===== src/hw/rtl/rhpc_pkg.sv =====
// Shared constants and types for the rolling hash pattern counter.
`default_nettype none
package rhpc_pkg;

  localparam int MAX_TEXT = 1024;
  localparam int ADDR_W   = $clog2(MAX_TEXT);
  localparam int LEN_W    = $clog2(MAX_TEXT + 2);
  localparam int HASH_W   = 64;
  localparam int HALF_W   = HASH_W / 2;
  localparam int CODE_W   = 7;
  localparam int COUNT_W  = 11;

  localparam logic [HASH_W-1:0]  HASH_MULT = 64'd911382323;
  localparam logic [HASH_W-1:0]  CODE_BIAS = 64'd96;
  localparam logic [COUNT_W-1:0] COUNT_MAX = 11'd2047;

  // tuser code on the input stream
  localparam logic REQ_TEXT    = 1'b0;
  localparam logic REQ_PATTERN = 1'b1;

  typedef logic [HASH_W-1:0] hash_t;
  typedef logic [LEN_W-1:0]  len_t;

  // request into the shared multiplier
  typedef struct packed {
    logic  start;
    hash_t a;
    hash_t b;
  } mul_req_t;

  // answer from the shared multiplier
  typedef struct packed {
    logic  done;
    hash_t p;
  } mul_rsp_t;

endpackage
`default_nettype wire


===== src/hw/rtl/rhpc_mul.sv =====
// Iterative 64x64 mod 2^64 multiplier built on one 32x32 multiplier.
`default_nettype none
module rhpc_mul (
  input  wire logic              clk,
  input  wire logic              rst,
  input  wire rhpc_pkg::mul_req_t req,
  output      rhpc_pkg::mul_rsp_t rsp
);
  import rhpc_pkg::*;

  localparam logic [1:0] STEP_LL = 2'd0;
  localparam logic [1:0] STEP_LH = 2'd1;
  localparam logic [1:0] STEP_HL = 2'd2;

  hash_t             a;
  hash_t             b;
  hash_t             acc;
  logic [1:0]        step;
  logic              busy;
  logic              done;
  logic [HALF_W-1:0] op_x;
  logic [HALF_W-1:0] op_y;
  hash_t             prod;

  always_comb begin
    unique case (step)
      STEP_LL: begin
        op_x = a[HALF_W-1:0];
        op_y = b[HALF_W-1:0];
      end
      STEP_LH: begin
        op_x = a[HALF_W-1:0];
        op_y = b[HASH_W-1:HALF_W];
      end
      default: begin
        op_x = a[HASH_W-1:HALF_W];
        op_y = b[HALF_W-1:0];
      end
    endcase
    prod = op_x * op_y;
  end

  always_ff @(posedge clk) begin
    if (rst) begin
      busy <= 1'b0;
      done <= 1'b0;
      step <= STEP_LL;
    end else begin
      done <= 1'b0;
      if (req.start) begin
        busy <= 1'b1;
        step <= STEP_LL;
      end else if (busy) begin
        if (step == STEP_HL) begin
          busy <= 1'b0;
          done <= 1'b1;
        end
        step <= step + 2'd1;
      end
    end
  end

  // cross terms only reach the upper half modulo 2^64
  always_ff @(posedge clk) begin
    if (req.start) begin
      a <= req.a;
      b <= req.b;
    end else if (busy) begin
      if (step == STEP_LL) begin
        acc <= prod;
      end else begin
        acc[HASH_W-1:HALF_W] <= acc[HASH_W-1:HALF_W] + prod[HALF_W-1:0];
      end
    end
  end

  assign rsp.done = done;
  assign rsp.p    = acc;

endmodule
`default_nettype wire


===== config.mk =====
export PLATFORM = sky130hd
export DESIGN_NAME = rhpc_mul
export DESIGN_NICKNAME = d
export VERILOG_FILES = /design/src/hw/rtl/rhpc_pkg.sv /design/src/hw/rtl/rhpc_mul.sv
export SDC_FILE = /design/constraint.sdc
export NUM_CORES = 2
export LEC_CHECK = 0
export ABC_CLOCK_PERIOD_IN_PS = 12950
export BUFFER_PORTS_ARGS = -buffer_cell sky130_fd_sc_hd__buf_2
export CORE_MARGIN = 8
export CORE_UTILIZATION = 25
export CTS_CLUSTER_SIZE = 20
export DETAILED_ROUTE_END_ITERATION = 12
export SYNTH_ARGS = -nofsm -noshare
export SYNTH_HDL_FRONTEND = slang
export SYNTH_SLANG_ARGS = --single-unit

===== constraint.sdc =====
create_clock -name clk -period 12.95 [get_ports clk]
set_input_delay 0 -clock clk [delete_from_list [all_inputs] [get_ports clk]]
set_output_delay 0 -clock clk [all_outputs]
set_load 0.05 [all_outputs]

# [Yosys cells after proc, flatten, opt, wreduce, memory -nomap -nowiden]
# Index checks and enable logic that the tools add are counted.
[word_totals] reg_bits=196 in_bits=131
[op_classes] n_addsub=2 n_mul=1 eq_ne=2 mux=7 bitwise=2 n_reduce_logical=6
[ops] operator="$mux W32" count=3
[ops] operator="$mul A32 B32 Y64" count=1
[ops] operator="$add A32 B32 Y32" count=1
[ops] operator="$mux W1" count=4
[ops] operator="$reduce_or A2 Y1" count=2
[ops] operator="$reduce_and A3 Y1" count=1
[ops] operator="$reduce_or A3 Y1" count=1
[ops] operator="$add A2 B1 Y2 const B" count=1
[ops] operator="$eq A2 B1 Y1 const B" count=1
[ops] operator="$eq A2 B2 Y1 const B" count=1
[ops] operator="$logic_not A2 Y1" count=1
[ops] operator="$not A1 Y1" count=2
[ops] operator="$reduce_and A2 Y1" count=1

# [Logic depth before layout (Yosys ltp)]
[depth] depth_word=6 depth_mapped=42

# [Worst setup path after synthesis]
# OpenSTA, ideal clock, no wires.
[synth_timing] path_type="register -> register" start="register step[1]" end="register acc[63], data pin" t_arrival_ns=9.913 slack_ns=2.780 stages_incl_launch_ff=41 path_buffers=4 period_less_slack_ns=10.170 path_cell_list="dfxtp_1 > inv_1 > ha_1 > clkbuf_1 > nor2_1 > clkbuf_1 > mux2i_1 > clkbuf_1 > nor2_1 > fa_1 > fa_1 > fa_1 > inv_1 > fa_1 > inv_1 > fa_1 > inv_1 > fa_1 > (+5 left out) > ha_1 > buf_2 > nand2_1 > o211ai_1 > a21oi_1 > a21boi_0 > o21ai_0 > xor2_1 > ha_1 > inv_1 > o21bai_1 > a21o_1 > a21o_1 > a221o_1 > o41ai_2 > o21ai_0 > xor2_1 > o2111a_1"
[synth_via] elab_chain_len=6 elab_cells_between_ends=8 classes_between="1 x add/sub; 1 x mul; 1 x eq/ne; 3 x mux; 2 x reduce/logical"
[synth_lines] element="start, declared" line="rhpc_mul.sv:18" rtl="logic [1:0] step;"
[synth_lines] element="start signal, assigned" line="rhpc_mul.sv:58" rtl="step <= step + 2'd1;"
[synth_lines] element="$eq A2 B1 Y1 / $logic_not A2 Y1 (equally long branches)" line="rhpc_mul.sv:26" rtl="unique case (step)"
[synth_lines] element="$reduce_or A2 Y1 (no source line)"
[synth_lines] element="$mux W32" line="rhpc_mul.sv:26"
[synth_lines] element="$mul A32 B32 Y64 *" line="rhpc_mul.sv:40" rtl="prod = op_x * op_y;"
[synth_lines] element="named net prod[23]" line="rhpc_mul.sv:23" rtl="hash_t prod;"
[synth_lines] element="$add A32 B32 Y32 *" line="rhpc_mul.sv:72" rtl="acc[HASH_W-1:HALF_W] <= acc[HASH_W-1:HALF_W] + prod[HALF_W-1:0];"
[synth_lines] element="$mux W32 *" line="rhpc_mul.sv:69" rtl="if (step == STEP_LL) begin"
[synth_lines] element="end signal, assigned" line="rhpc_mul.sv:70" rtl="acc <= prod;"
[synth_lines] element="end signal, assigned by index" line="rhpc_mul.sv:72"
[synth_lines] element="end, declared" line="rhpc_mul.sv:17" rtl="hash_t acc;"
# The timed path passes the listed nets; every way through them passes the cells marked *.
# A chain may end at the register's enable or synchronous reset.

# [Worst setup path after layout]
# Same ends and word-level chain as after synthesis.

==> flow_metrics.env <==
export IMPL_status="finished, final reports clean"
export IMPL_dr_total_vias=31389
export IMPL_die_area_um2=177000
export IMPL_ant_nets=0
export IMPL_syn_nets=5612
export IMPL_layout_cells_non_filler=6710
export IMPL_cp_end_kind="flop"
export IMPL_critical_path_max_fanout=24
export IMPL_antenna_found_initial=4
export IMPL_grt_pass1_wl_um=214000
export IMPL_h_tree_depth=4
export IMPL_synthArstFlopShare_pct=0
export IMPL_grt_max_degree=76
export IMPL_dp_hpwl_um=119000
export IMPL_gr_total_overflow=0
export IMPL_hold_slack_ps=180
export IMPL_initial_utilization_pct=25.2
export IMPL_layout_drive_gt1_share_pct=9.68
export IMPL_yosysTopAreaCell="fa_1"
export IMPL_clockRootBuffer="clkbuf_16"
export IMPL_ys_ff_latch=196
export IMPL_yosysTopAreaCellShare_pct=43.8
export IMPL_reg2reg_slack_ps=1760
export IMPL_fmax_mhz=89.4
export IMPL_fin_tns_setup_ps=0
export IMPL_synth_cell_area_um2=41000
export IMPL_fin_skew_ps=13.0
export IMPL_ys_seq_area_share_pct=14.2
export IMPL_crit_arrival_ps=11480
export IMPL_fp_row_count=148
export IMPL_layout_min_cycle_time_ps=11190
export IMPL_finalWirelength_um=142000
export IMPL_fin_crit_sh_pct=86.4
export IMPL_ios=196
export IMPL_cp_num_cells=37
export IMPL_timing_worst_slew_pin_value_ps=1170
export IMPL_crit_path_top_delay_cell="mux2i_2"
export IMPL_clk_latency_ps=530
export IMPL_via_per_inst=4.68
export IMPL_r2r_end="acc[63]"
export IMPL_grt_pass1_vias=33596
export IMPL_endpoint="acc[63]"
export IMPL_cts_tree="built"
export IMPL_crit_start="step[1]"
export IMPL_drv_slew=0
export IMPL_synthCells=4286
export IMPL_synth_edf_count=192
export IMPL_io_buffers=195
export IMPL_crit_type="reg -> reg"
export IMPL_syn2layout_area_growth_pct=13.7
export IMPL_layout_nets=5846
export IMPL_dp_cells=6546
export IMPL_r2r_start="step[1]"
export IMPL_final_cell_mix="fa_1, inv_1, nand2_1"
export IMPL_start_kind="flop"
export IMPL_drtPass1Iterations=5
export IMPL_cts_buffers=17
export IMPL_drc=0
export IMPL_place_congestion=0.944
export IMPL_clockBufferDepth=2
export IMPL_final_common_cell="fa_1"
export IMPL_grt_usage_pct=15.9
export IMPL_ff2ff_path_depth=37
export IMPL_grt_setup_unrepaired="false"
export IMPL_fp_dieW_um=421
export IMPL_hold_path_class="in -> reg"
export IMPL_yosys_warnings=0
export IMPL_maxCapViolations=0
export IMPL_ys_types=85
export IMPL_critPathTopFamily="adder cells"
export IMPL_relSlewSlack_pct=20.7
export IMPL_die_height_um=421
export IMPL_required_ps=13240
export IMPL_drt_iter0_markers=2349
export IMPL_clock_sinks=196
export IMPL_finalSetupViolCount=0
export IMPL_hold_viol=0
export IMPL_crit_buf_inv=9
export IMPL_cts_clk_slew_worst_paths_ps=80
export IMPL_coreArea_um2=163000
export IMPL_cp_slowest_stage_delay_ps=810
export IMPL_synthTopCellsByArea="fa_1, edfxtp_1, ha_1"
export IMPL_syn_avg_cell_area_um2=9.58
export IMPL_wl_per_cell_um=21.2
export IMPL_yosys_most_used_dff="edfxtp_1"
==> per-stage QoR <==
stage	utilization (%)	area, um2	setup slack, ps
global placement	27.5	44800	1770
detailed placement	27.5	44800	1730
global route	28.6	46700	1220
finish	28.6	46700	1760
floorplan	-	41000	2780
CTS	28.6	46700	1700
==> area by class of cell <==
| class | instances | area [um2] |
|---|---|---|
| repair buffers | 408 | 2920 |
| clock buffers | 17 | 425 |
| diodes | 2 | 5.00 |
| well taps | 2175 | 2720 |
| fillers | 17214 | 116000 |
| inverters | 877 | 3290 |
| flip-flops and latches | 196 | 5850 |
| clock inverters | 15 | 166 |
| multi-input cells | 3020 | 31300 |
==> synthesized netlist by cell type, types with 6 or more instances <==
master    count
o211ai_1     10
nor2_1      493
inv_1       877
nand3_1      17
clkbuf_1    167
fa_1        897
or3_1         6
nor2b_1       9
xor2_1       30
nand4_1      24
a21oi_1     103
and2_1       10
edfxtp_1    192
and3_1       14
a31oi_1       8
buf_1        12
o21a_1       13
o21ai_0      49
mux2i_1      66
ha_1        298
buf_2         9
mux2_2       65
nand2b_1     13
o21bai_1     11
a211oi_1      9
nand2_1     663
xnor2_1      48
nor3_1       16
a21o_1       55
==> what timing repair did <==
| item | 4_1_cts | 5_1_grt |
|---|---|---|
| setup endpoints to repair | 0 | 0 |
| hold buffers | 130 | 0 |
| gates resized for setup | 0 | 0 |
| buffers inserted | 0 | 0 |
| endpoints found under the hold margin | 153 | 0 |
==> state kept, by name, summed over array words and instances (netlist names) <==
signal / flops
busy: 1
done: 1
b: 64
acc: 64
step: 2
a: 64
==> cell families after synthesis <==
group	count (synthesis)	synth area share, %
and+or+nand+nor	1289	12.6
adders and majority gates	1195	52.8
buffers and inverters	1070	9.85
AOI/OAI and AO/OA	325	5.33
DFF	196	14.2
muxes	132	3.42
xor gates and xnor gates	79	1.72
==> worst min-delay path by stage <==
| stage | startpoint | to | slack (ps) | depth (start not counted) |
|---|---|---|---|---|
| final | req[111] | a[47] | 180 | 2 |
| after global routing | req[6] | b[6] | 150 | 2 |
| after CTS | req[6] | b[6] | 130 | 2 |
| after detailed placement | req[38] | b[38] | 180 | 1 |
| after global placement | req[123] | a[59] | 180 | 1 |
| after floorplan | rst | busy | 70 | 1 |
==> metal layers <==
layer  wire, um  GRT usage (%)  up-vias
met5         12              0        -
met4      11700           10.7        2
met3       8780           2.39      391
li1           -              -    13490
met2      71400           28.0     1265
met1      50300           17.7    16241
Power is not shown: default switching activity piles up to over one toggle a cycle in this logic, so the estimate is an artifact.
